`src/design/lscb_pkg.sv`:
```
// Shared types and codes for the link self-cure detector with peer blocklist.
// No dependencies; used by the top level and its port checker.
`timescale 1ns / 1ps
`default_nettype none

package lscb_pkg;

  localparam int ADDR_W  = 48;
  localparam int CMD_W   = 3;
  localparam int DET_W   = 3;
  localparam int RETRY_W = 4;
  localparam int PROTO_W = 2;
  localparam int BCNT_W  = 5;
  localparam int CFG_IDX_W  = 1;
  localparam int CFG_DATA_W = 4;

  localparam logic [CMD_W-1:0] CMD_ASSOC     = 3'd0;
  localparam logic [CMD_W-1:0] CMD_DHCP_TX   = 3'd1;
  localparam logic [CMD_W-1:0] CMD_DHCP_RX   = 3'd2;
  localparam logic [CMD_W-1:0] CMD_EAPOL_RX  = 3'd3;
  localparam logic [CMD_W-1:0] CMD_LOOKUP    = 3'd4;
  localparam logic [CMD_W-1:0] CMD_CLEAR_ALL = 3'd5;

  localparam logic [DET_W-1:0] DET_INIT         = 3'd0;
  localparam logic [DET_W-1:0] DET_ASSOC        = 3'd1;
  localparam logic [DET_W-1:0] DET_HT_DHCP      = 3'd2;
  localparam logic [DET_W-1:0] DET_CLOSE_HT     = 3'd3;
  localparam logic [DET_W-1:0] DET_LEGACY_ASSOC = 3'd4;
  localparam logic [DET_W-1:0] DET_LEGACY_DHCP  = 3'd5;

  localparam logic [PROTO_W-1:0] PROTO_LEGACY = 2'd0;
  localparam logic [PROTO_W-1:0] PROTO_HT     = 2'd1;

  localparam logic [CFG_IDX_W-1:0] REG_FEATURE_ENABLE = 1'd0;
  localparam logic [CFG_IDX_W-1:0] REG_RETRY_LIMIT    = 1'd1;

  localparam logic [RETRY_W-1:0] RETRY_MAX         = 4'd15;
  localparam logic [RETRY_W-1:0] RETRY_LIMIT_RESET = 4'd2;

  typedef struct packed {
    logic [CMD_W-1:0]   command;
    logic [ADDR_W-1:0]  peer_addr;
    logic               sta_is_legacy;
    logic [PROTO_W-1:0] protocol_class;
    logic               band_is_2g;
    logic               peer_is_special_ap;
  } in_item_t;

  typedef struct packed {
    logic               blocked_hit;
    logic               entry_added;
    logic [DET_W-1:0]   detector_state;
    logic [RETRY_W-1:0] retry_count;
    logic [BCNT_W-1:0]  blocklist_count;
  } result_t;

endpackage

`default_nettype wire

```
`src/design/link_self_cure_fsm_with_blocklist.sv`:
```
// Link self-cure detector with peer blocklist; depends on lscb_pkg.
// A request is captured while idle, evaluated in SQ_EVAL and, when an add or a lookup needs
// it, checked in SQ_SCAN, where the blocklist is scanned one entry per cycle through the
// single-port list memory (a match ends it early); its result is registered in SQ_FIN.
// The block takes one request at a time and is busy until that request's result is shown;
// busy drops in the cycle the result is shown. Reset (rst, synchronous): detector, counters
// and list count cleared, registers to defaults.
`timescale 1ns / 1ps
`default_nettype none

module link_self_cure_fsm_with_blocklist #(
  parameter int BLOCKLIST_DEPTH = 16
) (
  input  wire                                   clk,
  input  wire                                   rst,
  input  wire                                   start,
  output logic                                  busy,
  input  lscb_pkg::in_item_t                    item,
  output logic                                  done,
  output lscb_pkg::result_t                     result,
  input  wire                                   cfg_valid,
  output logic                                  cfg_ready,
  input  wire  [lscb_pkg::CFG_IDX_W-1:0]        cfg_index,
  input  wire  [lscb_pkg::CFG_DATA_W-1:0]       cfg_data
);

  import lscb_pkg::*;

  localparam int CW = $clog2(BLOCKLIST_DEPTH + 1);
  localparam int IW = (BLOCKLIST_DEPTH > 1) ? $clog2(BLOCKLIST_DEPTH) : 1;
  localparam logic [CW-1:0] DEPTH_C = CW'(BLOCKLIST_DEPTH);

  localparam logic [1:0] SQ_IDLE = 2'd0;
  localparam logic [1:0] SQ_EVAL = 2'd1;
  localparam logic [1:0] SQ_SCAN = 2'd2;
  localparam logic [1:0] SQ_FIN  = 2'd3;

  logic [1:0]         seq;
  logic               feature_enable;
  logic [RETRY_W-1:0] dhcp_retry_limit;
  logic [DET_W-1:0]   fsm_state;
  logic [RETRY_W-1:0] dhcp_count;
  logic [ADDR_W-1:0]  assoc_peer;
  logic [ADDR_W-1:0]  suspect_peer;
  logic [CW-1:0]      block_count;

  in_item_t           req;
  logic               is_add;
  logic               is_lookup;
  logic               direct_hit;
  logic               found;
  logic [CW-1:0]      scan_idx;
  logic               rd_pending;
  logic [ADDR_W-1:0]  rd_data;

  logic [ADDR_W-1:0]  blocklist [BLOCKLIST_DEPTH];

  // Event handling, evaluated on the captured request.
  logic [DET_W-1:0]   st_next;
  logic [RETRY_W-1:0] dc_next;
  logic [ADDR_W-1:0]  ap_next;
  logic [ADDR_W-1:0]  sp_next;
  logic               add_next;
  logic [RETRY_W-1:0] dc_inc;
  logic               sp_match;
  logic               event_on;
  logic               lookup_direct;
  logic               add_ok;
  logic [CW-1:0]      count_after;

  assign busy      = (seq != SQ_IDLE);
  assign cfg_ready = !busy;

  always_comb begin
    st_next  = fsm_state;
    dc_next  = dhcp_count;
    ap_next  = assoc_peer;
    sp_next  = suspect_peer;
    add_next = 1'b0;
    // An event for a different peer starts a fresh check.
    if (req.peer_addr != assoc_peer) begin
      st_next = DET_INIT;
      dc_next = '0;
      ap_next = '0;
      sp_next = '0;
    end
    sp_match = (sp_next == req.peer_addr);
    dc_inc   = (dc_next != RETRY_MAX) ? dc_next + RETRY_W'(1) : dc_next;
    case (st_next)
      DET_INIT: begin
        if (req.command == CMD_ASSOC) begin
          if (req.protocol_class == PROTO_HT) begin
            ap_next = req.peer_addr;
            st_next = DET_ASSOC;
            dc_next = '0;
            if (req.band_is_2g && req.peer_is_special_ap) begin
              sp_next = req.peer_addr;
            end
          end else begin
            st_next = DET_INIT;
            dc_next = '0;
            ap_next = '0;
            sp_next = '0;
          end
        end
      end
      DET_ASSOC: begin
        if (req.command == CMD_DHCP_TX) begin
          dc_next = dc_inc;
          st_next = DET_HT_DHCP;
        end else if (req.command == CMD_EAPOL_RX) begin
          if (sp_match) begin
            sp_next = '0;
          end
        end else if (req.command == CMD_ASSOC) begin
          if (sp_match) begin
            st_next = DET_LEGACY_ASSOC;
          end
        end
      end
      DET_HT_DHCP: begin
        if (req.command == CMD_DHCP_TX) begin
          dc_next = dc_inc;
          if (dc_inc > dhcp_retry_limit) begin
            st_next = DET_CLOSE_HT;
            sp_next = req.peer_addr;
          end
        end else if (req.command == CMD_DHCP_RX) begin
          st_next = DET_INIT;
          dc_next = '0;
          ap_next = '0;
          sp_next = '0;
        end
      end
      DET_CLOSE_HT: begin
        if (req.command == CMD_ASSOC) begin
          if (req.protocol_class == PROTO_LEGACY && sp_match) begin
            st_next = DET_LEGACY_ASSOC;
            dc_next = '0;
          end else begin
            st_next = DET_INIT;
            dc_next = '0;
            ap_next = '0;
            sp_next = '0;
          end
        end else if (req.command == CMD_DHCP_RX) begin
          st_next = DET_INIT;
          dc_next = '0;
          ap_next = '0;
          sp_next = '0;
        end
      end
      DET_LEGACY_ASSOC: begin
        if (req.command == CMD_DHCP_TX) begin
          st_next = DET_LEGACY_DHCP;
          dc_next = dc_inc;
        end else if (req.command == CMD_EAPOL_RX) begin
          if (req.band_is_2g && req.peer_is_special_ap && sp_match) begin
            add_next = 1'b1;
            st_next  = DET_INIT;
            dc_next  = '0;
            ap_next  = '0;
            sp_next  = '0;
          end
        end else if (req.command == CMD_ASSOC) begin
          if (sp_match) begin
            st_next = DET_INIT;
            dc_next = '0;
            ap_next = '0;
            sp_next = '0;
          end
        end
      end
      DET_LEGACY_DHCP: begin
        if (req.command == CMD_DHCP_TX) begin
          dc_next = dc_inc;
          if (dc_inc > dhcp_retry_limit) begin
            st_next = DET_INIT;
            dc_next = '0;
            ap_next = '0;
            sp_next = '0;
          end
        end else if (req.command == CMD_DHCP_RX) begin
          if (sp_match) begin
            add_next = 1'b1;
            st_next  = DET_INIT;
            dc_next  = '0;
            ap_next  = '0;
            sp_next  = '0;
          end
        end
      end
      default: begin
      end
    endcase
  end

  always_comb begin
    event_on = 1'b0;
    if (req.command inside {[CMD_ASSOC:CMD_EAPOL_RX]}) begin
      event_on = req.sta_is_legacy && feature_enable;
    end
  end

  assign lookup_direct = (suspect_peer == req.peer_addr) &&
                         (fsm_state == DET_CLOSE_HT || req.peer_is_special_ap);
  assign add_ok        = is_add && !found;
  assign count_after   = add_ok ? block_count + CW'(1) : block_count;

  always_ff @(posedge clk) begin
    if (rst) begin
      seq              <= SQ_IDLE;
      feature_enable   <= 1'b1;
      dhcp_retry_limit <= RETRY_LIMIT_RESET;
      fsm_state        <= DET_INIT;
      dhcp_count       <= '0;
      assoc_peer       <= '0;
      suspect_peer     <= '0;
      block_count      <= '0;
      done             <= 1'b0;
    end else begin
      done <= 1'b0;
      if (cfg_valid && cfg_ready) begin
        case (cfg_index)
          REG_FEATURE_ENABLE: feature_enable   <= cfg_data[0];
          REG_RETRY_LIMIT:    dhcp_retry_limit <= cfg_data;
          default: begin
          end
        endcase
      end
      case (seq)
        SQ_IDLE: begin
          if (start) begin
            seq <= SQ_EVAL;
          end
        end
        SQ_EVAL: begin
          seq <= SQ_FIN;
          if (event_on) begin
            fsm_state    <= st_next;
            dhcp_count   <= dc_next;
            assoc_peer   <= ap_next;
            suspect_peer <= sp_next;
            if (add_next) begin
              seq <= SQ_SCAN;
              // A full list is wiped before it takes the new entry.
              if (block_count >= DEPTH_C) begin
                block_count <= '0;
              end
            end
          end else if (req.command == CMD_LOOKUP) begin
            if (feature_enable && !lookup_direct) begin
              seq <= SQ_SCAN;
            end
          end else if (req.command == CMD_CLEAR_ALL) begin
            fsm_state    <= DET_INIT;
            dhcp_count   <= '0;
            assoc_peer   <= '0;
            suspect_peer <= '0;
            block_count  <= '0;
          end
        end
        SQ_SCAN: begin
          if ((rd_pending && rd_data == req.peer_addr) ||
              (!rd_pending && scan_idx >= block_count)) begin
            seq <= SQ_FIN;
          end
        end
        SQ_FIN: begin
          block_count <= count_after;
          done        <= 1'b1;
          seq         <= SQ_IDLE;
        end
        default: seq <= SQ_IDLE;
      endcase
    end
  end

  // Request capture, scan bookkeeping and the result register.
  always_ff @(posedge clk) begin
    case (seq)
      SQ_IDLE: begin
        req <= item;
      end
      SQ_EVAL: begin
        is_add     <= event_on && add_next;
        is_lookup  <= (req.command == CMD_LOOKUP);
        direct_hit <= (req.command == CMD_LOOKUP) && feature_enable && lookup_direct;
        found      <= 1'b0;
        scan_idx   <= '0;
        rd_pending <= 1'b0;
      end
      SQ_SCAN: begin
        if (rd_pending && rd_data == req.peer_addr) begin
          found <= 1'b1;
        end
        if (scan_idx < block_count) begin
          scan_idx   <= scan_idx + CW'(1);
          rd_pending <= 1'b1;
        end else begin
          rd_pending <= 1'b0;
        end
      end
      SQ_FIN: begin
        result.blocked_hit     <= direct_hit || (is_lookup && found);
        result.entry_added     <= add_ok;
        result.detector_state  <= fsm_state;
        result.retry_count     <= dhcp_count;
        result.blocklist_count <= BCNT_W'(count_after);
      end
      default: begin
      end
    endcase
  end

  always_ff @(posedge clk) begin
    rd_data <= blocklist[scan_idx[IW-1:0]];
    if (seq == SQ_FIN && add_ok) begin
      blocklist[block_count[IW-1:0]] <= req.peer_addr;
    end
  end

endmodule

`default_nettype wire

```
`config.mk`:
```
export PLATFORM = sky130hd
export DESIGN_NAME = link_self_cure_fsm_with_blocklist
export DESIGN_NICKNAME = d
export VERILOG_FILES = /design/src/design/lscb_pkg.sv /design/src/design/link_self_cure_fsm_with_blocklist.sv
export SDC_FILE = /design/constraint.sdc
export NUM_CORES = 2
export LEC_CHECK = 0
export BUFFER_PORTS_ARGS = -buffer_cell sky130_fd_sc_hd__buf_2
export CAP_MARGIN = 10
export CORE_MARGIN = 2
export CORE_UTILIZATION = 42
export CTS_CLUSTER_SIZE = 12
export DETAILED_ROUTE_END_ITERATION = 7
export SLEW_MARGIN = 20
export SYNTH_ARGS = -nofsm -noshare
export SYNTH_HDL_FRONTEND = slang
export SYNTH_SLANG_ARGS = --single-unit
```
`constraint.sdc`:
```
create_clock -name clk -period 6.9 [get_ports clk]
set_clock_uncertainty 0.2 [all_clocks]
set_input_delay 0.345 -clock clk [delete_from_list [all_inputs] [get_ports clk]]
set_output_delay 0.345 -clock clk [all_outputs]
set_load 0.02 [all_outputs]
```
## Yosys cells after proc, flatten, opt, wreduce, memory -nomap -nowiden

Memory sizes are Yosys's and may differ from the RTL's. A register that Yosys moved wholly into a read port is not among the register bits.
Cells that the tools add are included.

| operators by class | value |
|---|---|
| bitwise gates (word level) | 1 |
| equal/unequal tests | 29 |
| reductions and logical operators | 38 |
| mux-type cells | 114 |
| add/subtract/negate cells | 3 |
| $lt $le $gt $ge | 6 |

Operator list:

| cell | count |
|---|---|
| 2-to-1 mux 48 bit | 38 |
| case mux 48 bit (6 select lines) | 1 |
| case mux 48 bit (5 select lines) | 1 |
| equality test 48 bit | 3 |
| 2-to-1 mux 4 bit | 18 |
| 2-to-1 mux 3 bit | 22 |
| inequality test 48 bit | 1 |
| 2-to-1 mux 5 bit | 7 |
| case mux 4 bit (6 select lines) | 1 |
| case mux 5 bit (2 select lines) | 2 |
| case mux 3 bit (6 select lines) | 1 |
| logical AND 1 bit | 16 |
| 2-to-1 mux 1 bit | 16 |
| equality test 3 x 2 -> 1 bit, second input constant | 5 |
| equality test 3 bit, second input constant | 4 |
| inequality test 3 bit, second input constant | 4 |
| adder 5 x 1 -> 5 bit, second input constant | 2 |
| inequality test 2 bit, second input constant | 5 |
| AND reduction 2 bit | 5 |
| case mux 2 bit (4 select lines) | 1 |
| nonzero test 2 bit | 4 |
| equality test 3 x 1 -> 1 bit, second input constant | 2 |
| logical NOT 3 bit | 2 |
| 2-to-1 mux 2 bit | 3 |
| other kinds (17) | 27 |

| word-level totals | value |
|---|---|
| output and inout port bits | 17 |
| RAM bits | 768 |
| flip-flop bits (word level) | 196 |
| logic and storage cells | 218 |
| memories kept | 1 |
| bits of input ports | 65 |

Memory list:

| name | depth | width | rd ports | clocked after Yosys merged registers in | write ports | RTL line | source |
|---|---|---|---|---|---|---|---|
| blocklist | 16 | 48 | 1 | 1 | 1 | link_self_cure_fsm_with_blocklist.sv:56 | `logic [ADDR_W-1:0] blocklist [BLOCKLIST_DEPTH];` |

## Depth between registers and ports, before layout

| depth | value |
|---|---|
| depth in word-level cells | 11 |
| mapped depth | 26 |
| depth with buffers taken out | 21 |

## Least setup slack after synthesis

No wires, ideal clock.

| timing path | value |
|---|---|
| path type | flip-flop to flip-flop |
| from | register req[42] in the netlist's numbering |
| to | register suspect_peer[10] |
| buffers on the path | 5 |
| setup time | 132 ps |
| slack | 1039 ps |
| data required time | 6568 ps |
| arrival time | 5529 ps |
| clock period less this slack | 5861 ps |
| stages on the path, launching flop included | 27 |
| cell sequence | edfxtp_1 -> buf_4 -> xor2_1 -> nor4_1 -> nand4_1 -> nor3_4 -> buf_4 -> clkbuf_1 -> and2_1 -> ha_1 -> nand3_1 -> nor2_1 -> mux2_2 -> ha_1 -> nor2b_1 -> o21a_1 -> o21a_1 -> o211a_1 -> nor2_1 -> and2_1 -> o311a_1 -> nor2_1 -> or4b_1 -> buf_2 -> clkbuf_1 -> o21ai_1 -> a21oi_1 |

| on the way | value |
|---|---|
| longest elaborated chain between the ends | 9 |

RTL lines:

| element | RTL line | source |
|---|---|---|
| start, declared | link_self_cure_fsm_with_blocklist.sv:47 | `in_item_t req;` |
| start signal, assigned | link_self_cure_fsm_with_blocklist.sv:283 | `req <= item;` |
| inequality test 48 bit | link_self_cure_fsm_with_blocklist.sv:81 | `if (req.peer_addr != assoc_peer) begin` |
| 2-to-1 mux 4 bit / 2-to-1 mux 48 bit (equally long branches) | link_self_cure_fsm_with_blocklist.sv:81 |  |
| adder 4 x 1 -> 4 bit (tied with other cells) | link_self_cure_fsm_with_blocklist.sv:88 | `dc_inc = (dc_next != RETRY_MAX) ? dc_next + RETRY_W'(1) : dc_next;` |
| 2-to-1 mux 4 bit (tied with other cells) | link_self_cure_fsm_with_blocklist.sv:88 |  |
| greater-than comparator 4 bit (tied with other cells) | link_self_cure_fsm_with_blocklist.sv:124, link_self_cure_fsm_with_blocklist.sv:177 |  |
| 2-to-1 mux 48 bit, on equally long branches | link_self_cure_fsm_with_blocklist.sv:177, link_self_cure_fsm_with_blocklist.sv:124, link_self_cure_fsm_with_blocklist.sv:157 |  |
| 2-to-1 mux 48 bit, on equally long branches | link_self_cure_fsm_with_blocklist.sv:175, link_self_cure_fsm_with_blocklist.sv:122, link_self_cure_fsm_with_blocklist.sv:154 |  |
| case mux 48 bit (6 select lines) * | link_self_cure_fsm_with_blocklist.sv:89 | `case (st_next)` |
| 2-to-1 mux 48 bit * | link_self_cure_fsm_with_blocklist.sv:239 | `if (event_on) begin` |
| end signal, assigned | link_self_cure_fsm_with_blocklist.sv:243 | `suspect_peer <= sp_next;` |
| end, declared | link_self_cure_fsm_with_blocklist.sv:44 | `logic [ADDR_W-1:0] suspect_peer;` |

Every way passes the cells marked *; elsewhere a longest branch is shown, timed or not.
A chain may end at the register's enable or synchronous reset.

## Worst setup path in the final report

| timing path | value |
|---|---|
| from | register req[47] in the netlist's numbering |
| to | register assoc_peer[42] |

| on the way | value |
|---|---|
| longest elaborated chain between the ends | 9 |

RTL lines:

| element | RTL line | source |
|---|---|---|
| inequality test 48 bit | link_self_cure_fsm_with_blocklist.sv:81 |  |
| 2-to-1 mux 4 bit / 2-to-1 mux 48 bit (equally long branches) | link_self_cure_fsm_with_blocklist.sv:81 |  |
| adder 4 x 1 -> 4 bit (tied with other cells) | link_self_cure_fsm_with_blocklist.sv:88 |  |
| 2-to-1 mux 4 bit (tied with other cells) | link_self_cure_fsm_with_blocklist.sv:88 |  |
| greater-than comparator 4 bit (tied with other cells) | link_self_cure_fsm_with_blocklist.sv:177 | `if (dc_inc > dhcp_retry_limit) begin` |
| 2-to-1 mux 48 bit, on equally long branches | link_self_cure_fsm_with_blocklist.sv:177, link_self_cure_fsm_with_blocklist.sv:157 |  |
| 2-to-1 mux 48 bit, on equally long branches | link_self_cure_fsm_with_blocklist.sv:175, link_self_cure_fsm_with_blocklist.sv:154 |  |
| case mux 48 bit (5 select lines) * | link_self_cure_fsm_with_blocklist.sv:89 |  |
| 2-to-1 mux 48 bit * | link_self_cure_fsm_with_blocklist.sv:239 |  |
| end signal, assigned | link_self_cure_fsm_with_blocklist.sv:242 | `assoc_peer <= ap_next;` |
| end, declared | link_self_cure_fsm_with_blocklist.sv:43 | `logic [ADDR_W-1:0] assoc_peer;` |

Marked as above.

==> qor.yml <==
run_status:
  status: "complete, no violations"
placement:
  port_buffers: 81
  place_area_um2: 43540
  dp.cells: 3743
  gp_congestion: 0.9356
  hpwl_um: 70870
cells_and_area:
  drive_above_1_share_pct: 22.10
  antenna_cells: 0
  stdcell_count: 4011
  area_growth_pct: 14.93
  num-fill-cells: 8161
  final_cell_area_um2: 47620
  finalNetCount: 2719
floorplan:
  boundaryPins: 82
  die_area_um2: 101200
  die_y_um: 318.1
  start_util_pct: 42.23
  die_x_um: 318.1
  design.core.area_um2: 98130
  rows: 115
yosys:
  synth_common_cells: "edfxtp_1, mux4_2, dfxtp_1, a21oi_1, clkbuf_1"
  seq_area_frac_synth_pct: 69.37
  synth_cell_type_count: 73
  synthMostInstantiatedCell: "edfxtp_1"
  yosys_most_used_dff: "edfxtp_1"
  yosys_register_bits: 1012
  synthTopCellsByArea: "edfxtp_1, mux4_2, dfxtp_1"
  yosysTopAreaCell: "edfxtp_1"
  postSynthCellCount: 2456
  avgSynthCellArea_um2: 16.87
  syn_area_um2: 41440
  yosys.area.top_type_share_pct: 61.45
  synth_edf_count: 848
  async_flop_share_pct: 0
  synth_fp_nets: 2540
  ys_warn_count: 0
worst_setup_path:
  startpoint_type: "flop"
  reg2reg_from: "req[47]$_DFFE_PP_"
  rr_worst_depth: 21
  cp_max_fo: 32
  timing.rr.end: "assoc_peer[42]$_SDFFE_PP0P_"
  rrSetupSlack_ps: 480
  worstPathArrival_ps: 6760
  path_class: "flop to flop"
  crit_required_ps: 7240
  slowest_stage: "or4_4"
  endpoint_kind: "flop"
  cp_cell_sequence: "xor2_1, nor4_1, nand4_1, nor3_4, and2_1, ha_1, nand3_1, nor2_1, mux2_2, ha_1, nor2b_1, o21a_1, o21a_1, o211a_1, buf_4, or2_2, a21o_1, a21oi_1, or4_4, a21oi_2, a211oi_1"
  max_stage_delay_ps: 600
min_path:
  worstHoldStart: "item[47]"
  whs_endpoint: "req[47]$_DFFE_PP_"
  hold_class: "input port to flop"
  hold_depth: 2
timing:
  fin_tns_setup_ps: 0
  drv_slew: 0
  tightest_slew_ps: 1233
  clock.fmax_mhz: 155.8
  max_slew_margin_pct: 17.82
  fin_crit_sh_pct: 93.04
  whs_ps: 184.5
  setup_viol: 0
  period_needed_ps: 6420
  rsz0062_at_grt: "no"
  hold_viol: 0
clock_network:
  clockBufferDepth: 3
  numClockSinks: 1012
  clk_pin_slew_worst_paths_ps: 60
  cts_buffers: 106
  cts_root_buf: "clkbuf_16"
  tritoncts: "done"
  cts_max_level: 3
  clkLatencyLatePin_ps: 700
global_routing:
  track_usage_pct: 23.06
  grt-ovfl-total: 0
  antenna_found_initial: 5
  grt_pass1_vias: 23920
  grt_max_degree: 113
  grt_pass1_wl_um: 169500
routing:
  vias: 23940
  drt_iter0_markers: 3013
  wirelength_um: 117000
  drtPass1Iterations: 6
  wire_per_inst_um: 29.17
  drcViolationCount: 0
  viasPerCell: 5.967
  ant_nets: 0
run:
  maxCapViolCount: 0
power:
  p_leak_nw: 15.24
  cellPowerDensity_nw_per_um2: 382.0
  ir_worst_vdd_mv: 0.3566
-- how the worst max path moves through the flow --
stage | startpoint | cells past startpoint | endpoint | slack, ps
detailed placement | req[47]$_DFFE_PP_ | 21 | assoc_peer[42]$_SDFFE_PP0P_ | 510
global placement | req[47]$_DFFE_PP_ | 23 | suspect_peer[3]$_SDFFE_PP0P_ | 670
floorplan | req[42]$_DFFE_PP_ | 26 | suspect_peer[10]$_SDFFE_PP0P_ | 1040
global route | req[47]$_DFFE_PP_ | 21 | assoc_peer[39]$_SDFFE_PP0P_ | 270
finish | req[47]$_DFFE_PP_ | 21 | assoc_peer[42]$_SDFFE_PP0P_ | 480
CTS | req[47]$_DFFE_PP_ | 21 | assoc_peer[42]$_SDFFE_PP0P_ | 500
-- per-layer routing --
metal	global-route usage (%)	routed length (um)	share of wire, %	up-vias
li1	-	-	-	10220
met1	32.46	49040	42	12510
met2	37.28	56500	48	1038
met3	3.460	8039	6.9	170
met4	7.109	3403	2.9	0
met5	0	0	0	-
-- power breakdown --
part / switching [mW] / internal (mW)
sequential: 0.284 / 7.58
clock: 2.33 / 3.19
combinational: 2.89 / 1.92
-- critical path: cells and delay by family, from the launching register on --
| family | cells | cell delay (ps) |
|---|---|---|
| adder cells (fa/ha/maj) | 2 | 540 |
| AO/OA/AOI/OAI | 7 | 1370 |
| XOR/XNOR | 1 | 180 |
| buffers and inverters | 1 | 390 |
| AND/OR/NAND/NOR | 9 | 2730 |
| multiplexers | 1 | 360 |
| flip-flops | 1 | 450 |
-- area by class of cell --
cell class | count | area [um^2] | area share (%)
inverters | 73 | 274.0 | 0.5754
clock inverters | 41 | 460.4 | 0.9668
repair buffers | 253 | 1924 | 4.041
well taps | 1287 | 1610 | 3.381
flip-flops and latches | 1012 | 28750 | 60.36
multi-input cells | 1189 | 11700 | 24.56
clock buffers | 156 | 2910 | 6.111
-- what timing repair did --
item                                   CTS  global route
endpoints found under the hold margin   75             0
buffers inserted                         0             0
gates resized for setup                  0             0
hold buffers                            71             0
-- registers in the layout, summed over array words and instances (netlist names), 2 cells and up --
signal,cells
fsm_state,3
dhcp_retry_limit,4
assoc_peer,48
rd_data,48
req,56
blocklist,768
result,14
suspect_peer,48
scan_idx,5
dhcp_count,4
seq,2
block_count,5
-- placed cells by master (no fill, tap or decap), types with 28 or more instances in the layout --
cell | Yosys | final
o22ai_1 | 47 | 46
nor2_1 | 66 | 63
clkbuf_16 | 0 | 106
a22o_1 | 38 | 38
a211oi_1 | 41 | 41
mux4_2 | 240 | 240
xor2_1 | 65 | 65
a21oi_1 | 121 | 121
inv_1 | 73 | 73
o21ai_0 | 75 | 74
dlygate4sd3_1 | 0 | 71
edfxtp_1 | 848 | 848
clkbuf_1 | 112 | 43
buf_2 | 35 | 81
xnor2_1 | 56 | 56
buf_4 | 7 | 97
nand4_1 | 28 | 28
nand2_1 | 87 | 87
dfxtp_1 | 164 | 164
-- kinds of logic (layout without fill, tap and decap cells) --
kind of cell,after synthesis,count (layout),synth area share (%)
mux,252,252,13.35
simple gates,337,337,4.137
fa+ha+maj,19,19,0.5737
flops,1012,1012,69.37
buf+inv,255,523,2.624
xor+xnor,121,121,2.557
compound gates,460,460,7.386
-- metrics by stage --
step / util [%] / power (mW) / setup WS (ps)
6_report: 48.53 / 18.19 / 480.4
5_1_grt: 48.53 / 18.87 / 274.6
4_1_cts: 48.53 / 18.32 / 499.7
3_5_place_dp: 44.37 / 12.78 / 509.5
3_3_place_gp: 44.35 / 12.68 / 667.5
2_1_floorplan: - / 11.11 / 1039
Power figures use the tool's default switching activity.
